--- src/rtl/atrlc_pkg.sv ---
`timescale 1ns / 1ps
`default_nettype none

package atrlc_pkg;

    localparam int MAX_LINE = 512;
    localparam int POS_W    = $clog2(MAX_LINE + 1);
    localparam int NPAT     = 8;

    localparam int PAT_OK      = 0;
    localparam int PAT_ERROR   = 1;
    localparam int PAT_BOOT    = 2;
    localparam int PAT_DFU_OK  = 3;
    localparam int PAT_DFU_ERR = 4;
    localparam int PAT_TX      = 5;
    localparam int PAT_DFU     = 6;
    localparam int PAT_PLUS    = 7;

    localparam logic [NPAT-1:0] EXACT_MASK = 8'h05;

    localparam logic [63:0] PAT_TEXT [NPAT] = '{
        {"+OK", 40'h0},
        {"+ERROR=", 8'h0},
        "+BOOT=OK",
        {"+DFU=OK", 8'h0},
        "+DFU=ERR",
        {"+TX=", 32'h0},
        {"+DFU=", 24'h0},
        {"+", 56'h0}
    };
    localparam logic [3:0] PAT_LEN [NPAT] = '{
        4'd3, 4'd7, 4'd8, 4'd7, 4'd8, 4'd4, 4'd5, 4'd1
    };

    localparam logic [15:0] STATUS_NONE = 16'hFFFF;

    localparam logic [7:0] CH_LF    = 8'h0A;
    localparam logic [7:0] CH_CR    = 8'h0D;
    localparam logic [7:0] CH_EQ    = 8'h3D;
    localparam logic [7:0] CH_COMMA = 8'h2C;
    localparam logic [7:0] CH_0     = 8'h30;
    localparam logic [7:0] CH_9     = 8'h39;

    localparam logic [1:0] OP_RX    = 2'd0;
    localparam logic [1:0] OP_CLEAR = 2'd1;
    localparam logic [1:0] OP_ARM   = 2'd2;

    localparam logic [3:0] FLAG_OK   = 4'b0001;
    localparam logic [3:0] FLAG_ERR  = 4'b0010;
    localparam logic [3:0] FLAG_DATA = 4'b0100;
    localparam logic [3:0] FLAG_TXC  = 4'b1000;

    localparam int FLAG_OK_BIT   = 0;
    localparam int FLAG_ERR_BIT  = 1;
    localparam int FLAG_DATA_BIT = 2;
    localparam int FLAG_TXC_BIT  = 3;

    typedef enum logic [2:0] {
        KIND_IGNORED,
        KIND_OK,
        KIND_ERROR,
        KIND_BOOT_OK,
        KIND_DFU_OK,
        KIND_DFU_ERR,
        KIND_TX,
        KIND_GENERIC
    } t_kind;

    typedef enum logic [2:0] {
        PH_IDLE,
        PH_WAIT_DIGIT,
        PH_DIGITS,
        PH_STOPPED,
        PH_COMMA
    } t_phase;

    typedef struct packed {
        logic [POS_W-1:0] pos;
        logic [NPAT-1:0]  match;
        logic             cr_pending;
        logic             equals_seen;
        logic [15:0]      acc;
        t_phase           phase;
    } t_line;

    typedef struct packed {
        logic [1:0] operation;
        logic [7:0] rx_byte;
    } t_in;

    typedef struct packed {
        logic        line_end;
        t_kind       line_kind;
        logic        resp_ok;
        logic        resp_error;
        logic        data_ready;
        logic        tx_complete;
        logic [15:0] tx_status;
        logic        overflow;
    } t_out;

    function automatic t_line line_clear();
        t_line r;
        r.pos         = '0;
        r.match       = '1;
        r.cr_pending  = 1'b0;
        r.equals_seen = 1'b0;
        r.acc         = '0;
        r.phase       = PH_IDLE;
        return r;
    endfunction

    // append one content character at index i
    function automatic t_line feed(t_line s, logic [POS_W-1:0] i, logic [7:0] c);
        t_line       r;
        logic [63:0] row;
        logic        digit;
        logic [19:0] v;
        r = s;
        for (int k = 0; k < NPAT; k++) begin
            if (r.match[k]) begin
                if (i < POS_W'(PAT_LEN[k])) begin
                    row = PAT_TEXT[k] << {i[2:0], 3'b000};
                    if (c != row[63:56]) begin
                        r.match[k] = 1'b0;
                    end
                end else if (EXACT_MASK[k]) begin
                    r.match[k] = 1'b0;
                end
            end
        end
        if (c == CH_EQ) begin
            r.equals_seen = 1'b1;
        end
        digit = (c >= CH_0) && (c <= CH_9);
        v = {4'b0000, r.acc} * 20'd10 + {16'h0000, c[3:0]};
        if (i >= POS_W'(4) && r.phase != PH_IDLE && r.phase != PH_COMMA) begin
            if (c == CH_COMMA) begin
                if (r.phase == PH_WAIT_DIGIT) begin
                    r.acc = STATUS_NONE;
                end
                r.phase = PH_COMMA;
            end else if (r.phase == PH_WAIT_DIGIT) begin
                if (digit) begin
                    r.acc   = {12'h000, c[3:0]};
                    r.phase = PH_DIGITS;
                end else begin
                    r.acc   = STATUS_NONE;
                    r.phase = PH_STOPPED;
                end
            end else if (r.phase == PH_DIGITS) begin
                if (digit) begin
                    r.acc = (v > {4'b0000, STATUS_NONE}) ? STATUS_NONE : v[15:0];
                end else begin
                    r.phase = PH_STOPPED;
                end
            end
        end
        if (i == POS_W'(3) && r.match[PAT_TX]) begin
            r.phase = PH_WAIT_DIGIT;
            r.acc   = '0;
        end
        return r;
    endfunction

    function automatic logic matched(t_line s, int k, logic [POS_W-1:0] n);
        if (!s.match[k]) begin
            return 1'b0;
        end
        if (EXACT_MASK[k]) begin
            return n == POS_W'(PAT_LEN[k]);
        end
        return n >= POS_W'(PAT_LEN[k]);
    endfunction

endpackage

`default_nettype wire

--- src/rtl/atrlc_step.sv ---
`timescale 1ns / 1ps
`default_nettype none

module atrlc_step (
    input  wire atrlc_pkg::t_line i_line,
    input  wire logic [3:0]       i_flags,
    input  wire logic [15:0]      i_status,
    input  wire atrlc_pkg::t_in   i_item,
    output atrlc_pkg::t_line      o_line,
    output logic [3:0]            o_flags,
    output logic [15:0]           o_status,
    output atrlc_pkg::t_out       o_result
);

    atrlc_pkg::t_line                base;
    atrlc_pkg::t_line                s;
    logic [atrlc_pkg::POS_W-1:0]     n;
    logic                            ovf;
    logic                            line_end;
    atrlc_pkg::t_kind                kind;

    always_comb begin
        o_line   = i_line;
        o_flags  = i_flags;
        o_status = i_status;
        base     = i_line;
        s        = i_line;
        n        = '0;
        ovf      = 1'b0;
        line_end = 1'b0;
        kind     = atrlc_pkg::KIND_IGNORED;
        unique case (i_item.operation)
            atrlc_pkg::OP_CLEAR: begin
                o_flags = i_flags & ~(atrlc_pkg::FLAG_OK | atrlc_pkg::FLAG_ERR
                                      | atrlc_pkg::FLAG_DATA);
            end
            atrlc_pkg::OP_ARM: begin
                o_flags  = i_flags & ~atrlc_pkg::FLAG_TXC;
                o_status = atrlc_pkg::STATUS_NONE;
            end
            atrlc_pkg::OP_RX: begin
                if (i_line.pos >= atrlc_pkg::POS_W'(atrlc_pkg::MAX_LINE)) begin
                    base = atrlc_pkg::line_clear();
                    ovf  = 1'b1;
                end
                if (i_item.rx_byte == atrlc_pkg::CH_LF) begin
                    n = base.pos - atrlc_pkg::POS_W'(base.cr_pending);
                    if (n != '0) begin
                        line_end = 1'b1;
                        if (!atrlc_pkg::matched(base, atrlc_pkg::PAT_PLUS, n)) begin
                            kind = atrlc_pkg::KIND_IGNORED;
                        end else if (atrlc_pkg::matched(base, atrlc_pkg::PAT_OK, n)) begin
                            kind    = atrlc_pkg::KIND_OK;
                            o_flags = i_flags | atrlc_pkg::FLAG_OK;
                        end else if (atrlc_pkg::matched(base, atrlc_pkg::PAT_ERROR, n)) begin
                            kind    = atrlc_pkg::KIND_ERROR;
                            o_flags = i_flags | atrlc_pkg::FLAG_OK | atrlc_pkg::FLAG_ERR;
                        end else if (atrlc_pkg::matched(base, atrlc_pkg::PAT_BOOT, n)) begin
                            kind    = atrlc_pkg::KIND_BOOT_OK;
                            o_flags = i_flags | atrlc_pkg::FLAG_OK;
                        end else if (atrlc_pkg::matched(base, atrlc_pkg::PAT_DFU, n)) begin
                            if (atrlc_pkg::matched(base, atrlc_pkg::PAT_DFU_OK, n)) begin
                                kind    = atrlc_pkg::KIND_DFU_OK;
                                o_flags = i_flags | atrlc_pkg::FLAG_OK;
                            end else if (atrlc_pkg::matched(base, atrlc_pkg::PAT_DFU_ERR,
                                                            n)) begin
                                kind    = atrlc_pkg::KIND_DFU_ERR;
                                o_flags = i_flags | atrlc_pkg::FLAG_OK
                                          | atrlc_pkg::FLAG_ERR;
                            end
                        end else if (atrlc_pkg::matched(base, atrlc_pkg::PAT_TX, n)) begin
                            kind = atrlc_pkg::KIND_TX;
                            if (base.phase == atrlc_pkg::PH_COMMA) begin
                                o_status = base.acc;
                            end
                            o_flags = i_flags | atrlc_pkg::FLAG_TXC | atrlc_pkg::FLAG_OK;
                        end else if (base.equals_seen) begin
                            kind    = atrlc_pkg::KIND_GENERIC;
                            o_flags = i_flags | atrlc_pkg::FLAG_DATA;
                        end
                    end
                    o_line = atrlc_pkg::line_clear();
                end else begin
                    s = base;
                    // a held cr turns out to be line content
                    if (s.cr_pending) begin
                        s = atrlc_pkg::feed(s, s.pos - atrlc_pkg::POS_W'(1), atrlc_pkg::CH_CR);
                        s.cr_pending = 1'b0;
                    end
                    if (i_item.rx_byte == atrlc_pkg::CH_CR) begin
                        s.cr_pending = 1'b1;
                    end else begin
                        s = atrlc_pkg::feed(s, s.pos, i_item.rx_byte);
                    end
                    s.pos  = s.pos + atrlc_pkg::POS_W'(1);
                    o_line = s;
                end
            end
            default: begin
            end
        endcase
        o_result.line_end    = line_end;
        o_result.line_kind   = kind;
        o_result.resp_ok     = o_flags[atrlc_pkg::FLAG_OK_BIT];
        o_result.resp_error  = o_flags[atrlc_pkg::FLAG_ERR_BIT];
        o_result.data_ready  = o_flags[atrlc_pkg::FLAG_DATA_BIT];
        o_result.tx_complete = o_flags[atrlc_pkg::FLAG_TXC_BIT];
        o_result.tx_status   = o_status;
        o_result.overflow    = ovf;
    end

endmodule

`default_nettype wire

--- src/rtl/at_response_line_classifier.sv ---
// an accepted transaction's result is on the output register in the next cycle
// throughput: one transaction per cycle while the input does not stall, set by the
// combinational byte classifier; input stalls only while a result is held and the output side stalls
// synchronous active-low reset: empty line, all match flags set, response flags clear,
// tx status 65535, output empty
`timescale 1ns / 1ps
`default_nettype none

module at_response_line_classifier (
    input  wire logic            i_clk,
    input  wire logic            i_rst_n,
    input  wire logic            i_in_valid,
    output logic                 o_in_stall,
    input  wire atrlc_pkg::t_in  i_in,
    output logic                 o_out_valid,
    input  wire logic            i_out_stall,
    output atrlc_pkg::t_out      o_out
);

    atrlc_pkg::t_line r_line;
    logic [3:0]       r_flags;
    logic [15:0]      r_status;
    logic             r_out_valid;
    atrlc_pkg::t_out  r_out;

    atrlc_pkg::t_line n_line;
    logic [3:0]       n_flags;
    logic [15:0]      n_status;
    atrlc_pkg::t_out  n_out;

    logic w_accept;

    assign o_in_stall  = r_out_valid & i_out_stall;
    assign w_accept    = i_in_valid & ~o_in_stall;
    assign o_out_valid = r_out_valid;
    assign o_out       = r_out;

    atrlc_step u_step (
        .i_line   (r_line),
        .i_flags  (r_flags),
        .i_status (r_status),
        .i_item   (i_in),
        .o_line   (n_line),
        .o_flags  (n_flags),
        .o_status (n_status),
        .o_result (n_out)
    );

    always_ff @(posedge i_clk) begin
        if (!i_rst_n) begin
            r_line      <= atrlc_pkg::line_clear();
            r_flags     <= '0;
            r_status    <= atrlc_pkg::STATUS_NONE;
            r_out_valid <= 1'b0;
        end else begin
            if (w_accept) begin
                r_line      <= n_line;
                r_flags     <= n_flags;
                r_status    <= n_status;
                r_out_valid <= 1'b1;
            end else if (!i_out_stall) begin
                r_out_valid <= 1'b0;
            end
        end
    end

    always_ff @(posedge i_clk) begin
        if (w_accept) begin
            r_out <= n_out;
        end
    end

    a_ovf_no_line: assert property (@(posedge i_clk) disable iff (!i_rst_n)
        r_out_valid && r_out.overflow |-> !r_out.line_end)
        else $error("overflow reported together with a completed line");

    a_kind_idle: assert property (@(posedge i_clk) disable iff (!i_rst_n)
        r_out_valid && !r_out.line_end |-> r_out.line_kind == atrlc_pkg::KIND_IGNORED)
        else $error("line kind set without line end");

    a_err_implies_ok: assert property (@(posedge i_clk) disable iff (!i_rst_n)
        r_flags[atrlc_pkg::FLAG_ERR_BIT] |-> r_flags[atrlc_pkg::FLAG_OK_BIT])
        else $error("error flag set without response finished flag");

    a_pos_bound: assert property (@(posedge i_clk) disable iff (!i_rst_n)
        r_line.pos <= atrlc_pkg::POS_W'(atrlc_pkg::MAX_LINE))
        else $error("line position beyond length limit");

endmodule

`default_nettype wire
--- config.mk ---
export PLATFORM = sky130hd
export DESIGN_NAME = at_response_line_classifier
export DESIGN_NICKNAME = d
export VERILOG_FILES = /design/src/rtl/atrlc_pkg.sv /design/src/rtl/atrlc_step.sv /design/src/rtl/at_response_line_classifier.sv
export SDC_FILE = /design/constraint.sdc
export NUM_CORES = 1
export LEC_CHECK = 0
export BUFFER_PORTS_ARGS = -buffer_cell sky130_fd_sc_hd__buf_4
export CELL_PAD_IN_SITES_DETAIL_PLACEMENT = 0
export CELL_PAD_IN_SITES_GLOBAL_PLACEMENT = 2
export CORE_ASPECT_RATIO = 0.6
export CORE_UTILIZATION = 37
export DETAILED_ROUTE_END_ITERATION = 10
export PLACE_DENSITY = 0.85
export SLEW_MARGIN = 0
export SYNTH_ARGS = -nofsm -noshare
export SYNTH_HDL_FRONTEND = slang
export SYNTH_SLANG_ARGS = --single-unit
export TNS_END_PERCENT = 10
--- constraint.sdc ---
create_clock -name i_clk -period 9.1 [get_ports i_clk]
set_input_delay 1.82 -clock i_clk [delete_from_list [all_inputs] [get_ports i_clk]]
set_output_delay 1.82 -clock i_clk [all_outputs]
set_load 0.01 [all_outputs]
==> summary.md, run 1 <==
| Metric | Value |
|---|---|
| Row count | `40` |
| Clk sinks | `85` |
| Critical Path Slowest Stage Cell | `dfxtp_1` |
| Maxcap violations | `0` |
| CP Max Fanout | `23` |
| IO buf count | `40` |
| Worst endpoint required time | `9.35 ns` |
| Grt ovf | `0` |
| Critical path's top delay family | `simple AND/OR/NAND/NOR gates` |
| Fin crit period | `7.70 ns` |
| Post-Layout Cell Count | `1,288` |
| Hold depth | `1` |
| Worst IR Drop VDD | `0.0854 mV` |
| Post-Layout Inst Area | `0.00838 sq mm` |
| Synthesis Warnings | `0` |
| Number of routed nets with antenna violations | `0` |
| GRT Overall Usage | `23.8%` |
| Fmax achieved | `0.130 GHz` |
| Crit path DAT | `7.94 ns` |
| Most used cell, CP | `ha_1` |
| Dominant synthesized flop cell | `dfxtp_1` |
| Yosys top cell by area | `dfxtp_1` |
| R2R depth | `20` |
| Synthesis-to-finish area growth | `9.86%` |
| CP cell instances | `buf_4, nor2b_1, inv_1, ha_1, inv_1, nor4b_1, o2111ai_1, o21ai_2, buf_4, nand2_1, ha_1, ha_1, fa_1, a211oi_1, nor2_1, nor4_1, nand4bb_1, nor4_1, mux2_2, a221oi_1` |
| Syn avg cell area | `7.54 sq um` |
| Largest net degree at the start of global routing | `36` |
| Net Count, Synth | `1,070` |
| Ports | `41` |
| ANT cells | `0` |
| Post-CTS setup buffer count | `0` |
| CTS max path bufs | `2` |
| Synth async-reset ratio | `0%` |
| Initial drt markers | `909` |
| Final hold viol count | `0` |
| Syn Inst Count | `1,012` |
| Clk_lat worst skew | `0.35 ns` |
| # fillers | `2,101` |
| LEAKAGE | `3.39 nW` |
| CTS clock-pin slew for the worst setup and hold paths | `0.08 ns` |
| Register area | `0.00195 sq mm` |
| Slew Viols, Final | `0` |
| RR Startpoint | `r_line[38]` |
| Crit end category | `flop` |
| Startpoint Class | `flop` |
| Drt first pass iters | `5` |
| CP max stage delay | `0.71 ns` |
| First-pass GRT wire length | `39,800 microns` |
| Initial antenna violation count | `0` |
| Share of cells above drive strength 1 | `9.85%` |
| Clk Tree Root Cell | `clkbuf_16` |
| Layout net count | `1,068` |
| Yosys cell types | `91` |
| H-tree levels | `3` |
| Sequential cell area fraction in the yosys report | `25.6%` |
| Post-DR vias/cell | `5.95` |
| Vias in the first global route | `6,803` |
| Slew margin rel. | `22.1%` |
| Worst setup path class | `reg -> reg` |
| Synth top area share | `15.7%` |
| Placed Cells | `1,272` |
| Hold Buf Count CTS | `0` |
| HPWL after detailed placement | `18,800 microns` |
| R2r setup slk | `1.40 ns` |
| Die Y | `113 microns` |
| Routed WL | `25,500 microns` |
| Max Clock Skew | `0.0144 ns` |
| TritonCTS clock tree | `done` |
| CTS Buf Count | `9` |
| Hold endpoint | `r_status[2]` |
| PwrDens | `103 mW/mm^2` |
| Area post-placement | `0.00808 sq mm` |
| RSZ-0062 raised after global routing | `no` |
| Outcome | `finished, final reports clean` |
| Final period utilization | `84.6%` |
| Drc violations | `0` |
| EDFF count, synth | `25` |
| Multi-input gate area | `0.00526 sq mm` |
| Measured slew at the worst slew-check pin | `1.17 ns` |
| Routed WL per cell | `19.8 microns` |
| Hold crit path type | `reg -> reg` |
| WP buf/inv | `4` |
| FF-to-FF End | `r_line[5]` |
| Synth area leaders | `dfxtp_1 (16%), edfxtp_1 (9.8%), a21oi_1 (7.1%)` |
| Resized Gates After CTS | `0` |
| Hold Crit Start | `r_status[2]` |
| GP Congestion | `0.901` |
| Initial Util | `37.9%` |
| Via count | `7,667` |
| Synth Register Bits | `85` |
| CORE AREA | `0.0201 sq mm` |
| Die width | `187 microns` |
| Setup TNS | `0 ns` |
| Die ar. | `0.0212 sq mm` |
| Synthesized area | `0.00763 sq mm` |
| Final Setup Violations | `0` |
==> placed cells by master, fill, tap and decap left out, types with 6 or more instances in the layout <==
master     count
a211oi_1      10
a21o_1        18
a21oi_1      109
a221oi_1       9
a311oi_1      10
a31oi_1        9
and3_1        14
buf_4         54
clkbuf_16      9
dfxtp_1       60
edfxtp_1      25
ha_1          42
inv_1         31
mux2i_1       10
nand2_1      130
nand2b_1       7
nand3_1       21
nand4_1       14
nor2_1        87
nor2b_1       20
nor3_1        36
nor4_1        19
o2111ai_1      9
o211ai_1       8
o21a_1        13
o21ai_0       53
o21ai_1        6
o21bai_1       7
o22a_1        13
o22ai_1        9
or2_2          6
or3_1          7
xnor2_1       31
xor2_1        11
==> worst max path at each step <==
stage            endpoint  slack (ns)  cells after the start        from
4_1_cts        r_line[12]        1.59                     20  r_line[38]
3_5_place_dp   r_line[12]        1.63                     20  r_line[38]
5_1_grt        r_line[12]        0.85                     20  r_line[38]
2_1_floorplan  r_line[10]        2.77                     24  r_line[38]
3_3_place_gp   r_line[11]        1.92                     20  r_line[38]
6_report        r_line[5]        1.40                     20  r_line[38]
==> per-layer routing <==
metal  track usage, %  wire, microns  vias up
li1                 -              -     3753
met1             40.3          14000     3552
met3             5.02           2450       11
met4             3.20            138        0
met5                0              0        -
met2             29.4           8960      351
==> synth_stat cells (8+ instances only) <==
library cell / count
xnor2_1: 31
a221oi_1: 9
a21oi_1: 109
xor2_1: 11
edfxtp_1: 25
nor4_1: 19
dfxtp_1: 60
o2111ai_1: 9
o21a_1: 13
o22ai_1: 9
nor3_1: 36
o22a_1: 13
ha_1: 42
buf_2: 10
nand3_1: 21
clkbuf_1: 47
a21o_1: 18
nor2_1: 87
inv_1: 31
a311oi_1: 10
nor2b_1: 20
nand4_1: 14
o211ai_1: 8
mux2i_1: 10
nand2_1: 130
a31oi_1: 9
a211oi_1: 10
and3_1: 14
o21ai_0: 53
==> registers in the layout, summed over array words and instances, names as in the netlist <==
name and cells:
r_status 16, o_out 25, r_flags 4, o_out_valid 1
r_line 39
==> report_power, final <==
part           switching [mW]  internal (mW)  total [mW]
combinational          0.0621         0.0332      0.0953
clock                   0.174          0.194       0.368
sequential            0.00353          0.394       0.397
total                   0.239          0.621       0.860
==> metrics by stage <==
| step | utilization [%] | setup slack, ns | total power [mW] | hold slack, ns |
|---|---|---|---|---|
| final | 41.7 | 1.40 | 0.860 | 0.465 |
| after global routing | 41.7 | 0.850 | 0.890 | 0.480 |
| after CTS | 41.7 | 1.59 | 0.862 | 0.468 |
| after detailed placement | 40.2 | 1.63 | 0.499 | 0.451 |
| after global placement | 40.2 | 1.92 | 0.500 | 0.444 |
| after floorplan | - | 2.77 | 0.470 | 0.437 |
==> logic make-up (layout without fill, tap and decap cells) <==
logic type | after synthesis | in the layout | share of synthesized area (%)
and+or+nand+nor | 396 | 396 | 25.4
adders and majority gates | 44 | 44 | 7.41
AOI/OAI and AO/OA | 335 | 335 | 29.9
muxes | 11 | 11 | 1.46
buffers and inverters | 99 | 102 | 5.43
DFF | 85 | 85 | 25.6
xor gates and xnor gates | 42 | 42 | 4.82
==> cell type report <==
type / instances / area share [%]
Multi-Input combinational cell: 828 / 62.8
Timing Repair Buffer: 54 / 4.84
Inverter: 32 / 1.43
Tap cell: 273 / 4.08
Clock inverter: 7 / 0.881
Sequential cell: 85 / 23.3
Clock buffer: 9 / 2.69
No activity file was read; power rests on OpenSTA's default activity.
==> inputs of run 2 (changes only) <==
clock period = 7.1 ns   (was 9.1 ns; I/O delays follow)
==> summary.md, run 2 (same netlist as run 1, synthesis figures left out) <==
| Metric | Value |
|---|---|
| Outcome | `finished, final reports clean` |
| Clk_lat worst skew | `0.35 ns (about the same)` |
| First-pass GRT wire length | `39,300 microns (-1.2%)` |
| Initial drt markers | `861 (-5.3%)` |
| Measured slew at the worst slew-check pin | `1.15 ns (-0.0217 ns)` |
| Top reg by flops | `r_line` |
| Initial Util | `37.9% (unchanged)` |
| Initial antenna violation count | `0 (unchanged)` |
| LEAKAGE | `3.42 nW (+0.79%)` |
| Grt ovf | `0 (unchanged)` |
| CTS Buf Count | `9 (unchanged)` |
| Final period utilization | `90.9% (+6.4 points)` |
| Most frequent cells in the layout | `nand2_1 (130), a21oi_1 (109), nor2_1 (87), dfxtp_1 (60), buf_4 (59)` |
| HPWL after detailed placement | `18,600 microns (-1.0%)` |
| CORE AREA | `0.0201 sq mm (unchanged)` |
| Die ar. | `0.0212 sq mm (unchanged)` |
| Slew Viols, Final | `0 (unchanged)` |
| Startpoint Class | `flop` |
| GP Congestion | `0.922 (+2.3%)` |
| Hold Crit Start | `r_status[9]` |
| Crit end category | `flop` |
| Die Y | `113 microns (unchanged)` |
| IO buf count | `40 (unchanged)` |
| Post-DR vias/cell | `5.99 (+0.70%)` |
| Ports | `41 (unchanged)` |
| Post-Place Worst Slack | `0.723 ns (-0.907 ns)` |
| Number of routed nets with antenna violations | `0 (unchanged)` |
| Final hold viol count | `0 (unchanged)` |
| Via count | `7,751 (+1.1%)` |
| Die width | `187 microns (unchanged)` |
| Fmax achieved | `0.155 GHz (+19%)` |
| Worst setup path class | `reg -> reg` |
| # fillers | `2,092 (-0.43%)` |
| Maxcap violations | `0 (unchanged)` |
| Synthesis-to-finish area growth | `10.4%` |
| Routed WL per cell | `19.4 microns (-1.9%)` |
| DRT met1 WL | `13,700 microns (-1.8%)` |
| CTS clock-pin slew for the worst setup and hold paths | `0.07 ns (about the same)` |
| Share of cells above drive strength 1 | `10.3% (+0.44 points)` |
| Worst endpoint required time | `7.36 ns (-1.99 ns)` |
| Routed WL | `25,100 microns (-1.5%)` |
| Clk sinks | `85 (unchanged)` |
| Met3 Wirelength | `2560 microns (+4.4%)` |
| Final worst-path setup slack | `0.643 ns (-0.762 ns)` |
| PwrDens | `131 mW/mm^2 (+28%)` |
| Drc violations | `0 (unchanged)` |
| Worst setup path startpoint | `r_line[29]` |
| TritonCTS clock tree | `done` |
| Max Clock Skew | `0.00934 ns (-0.00505 ns)` |
| Commonest non-fill, non-tap cell in the layout | `nand2_1` |
| Fin crit period | `6.46 ns (-1.24 ns)` |
| Clk Tree Root Cell | `clkbuf_16` |
| Met2 WL | `8680 microns (-3.2%)` |
| Final Setup Violations | `0 (unchanged)` |
| Vias in the first global route | `6,574 (-3.4%)` |
| Largest net degree at the start of global routing | `36 (unchanged)` |
| Highest Signal Layer | `met4` |
| Final Util | `41.9% (+0.21 points)` |
| RR Startpoint | `r_line[29]` |
| Resized Gates After CTS | `0 (unchanged)` |
| Post-CTS setup buffer count | `0 (unchanged)` |
| Hold slack | `0.466 ns (+0.000916 ns)` |
| GRT Overall Usage | `23.7% (-0.14 points)` |
| Layout net count | `1,073 (+0.47%)` |
| Max reg flops | `39 (unchanged)` |
| CP Max Fanout | `14 (-39%)` |
| Setup TNS | `0 ns (unchanged)` |
| Hold Buf Count CTS | `0 (unchanged)` |
| H-tree levels | `3 (unchanged)` |
| Drt first pass iters | `5 (unchanged)` |
| RSZ-0062 raised after global routing | `no` |
| Row count | `40 (unchanged)` |
| CTS max path bufs | `2 (unchanged)` |
| Worst IR Drop VDD | `0.105 mV (+22%)` |
| ANT cells | `0 (unchanged)` |
| Slew margin rel. | `23.1% (+0.93 points)` |
| Hold crit path type | `reg -> reg` |
| Crit path DAT | `6.71 ns (-1.23 ns)` |
[run 2: changes by cell type in the layout (fill, tap and decap cells not counted)]
| cell | previous run | this run |
|---|---|---|
| inv_8 | 2 | 1 |
| clkinv_8 | 1 | 2 |
| buf_4 | 54 | 59 |
[run 2: worst paths after layout]
kind	to	slack, ns	cells past startpoint
max	r_line[11]	0.64	18
min	r_status[9]	0.47	1
max reg2reg	r_line[11]	0.64	18
min reg2reg	r_status[9]	0.47	1
[run 2: area by class of cell]
class	instances	area, sq um	share of cell area, %
Clock inverter	7	78.8	0.936
Sequential cell	85	1950	23.2
Clock buffer	9	225	2.67
Inverter	32	120	1.43
Tap cell	273	342	4.05
Timing Repair Buffer	59	443	5.26
Multi-Input combinational cell	828	5260	62.5
[run 2: critical path, cell delays in order, from the launching register on]
cell       delay [ns]
dfxtp_1          0.42
nor2b_1          0.20
inv_1            0.21
ha_1             0.21
inv_1            0.12
nor4b_1          0.60
o2111ai_1        0.30
o21ai_2          0.46
nand2_1          0.25
ha_1             0.33
ha_1             0.24
fa_1             0.43
a21o_1           0.19
a221oi_1         0.46
xnor2_1          0.24
nand4bb_1        0.26
nor4_1           0.56
mux2_2           0.56
a221oi_1         0.31
[run 2: where the power goes]
group,internal (mW),leakage [nW],switching [mW],total [mW]
registers,0.504,0.682,0.00383,0.508
clock network,0.249,0.148,0.222,0.472
logic,0.0431,2.59,0.0801,0.123
[run 2: metrics by stage]
step / area, sq um / std cells / total power [mW]
after floorplan: 7630 / 1012 / 0.602
after global placement: 8120 / 1277 / 0.641
after detailed placement: 8120 / 1277 / 0.640
after CTS: 8420 / 1293 / 1.11
after global routing: 8420 / 1293 / 1.14
final: 8420 / 1293 / 1.10
[run 2: routing by layer]
layer  vias up  global-route usage [%]
li1       3762                       -
met2       362                    27.9
met1      3614                    40.2
met3        13                    5.77
met4         0                    4.44
met5         -                       0
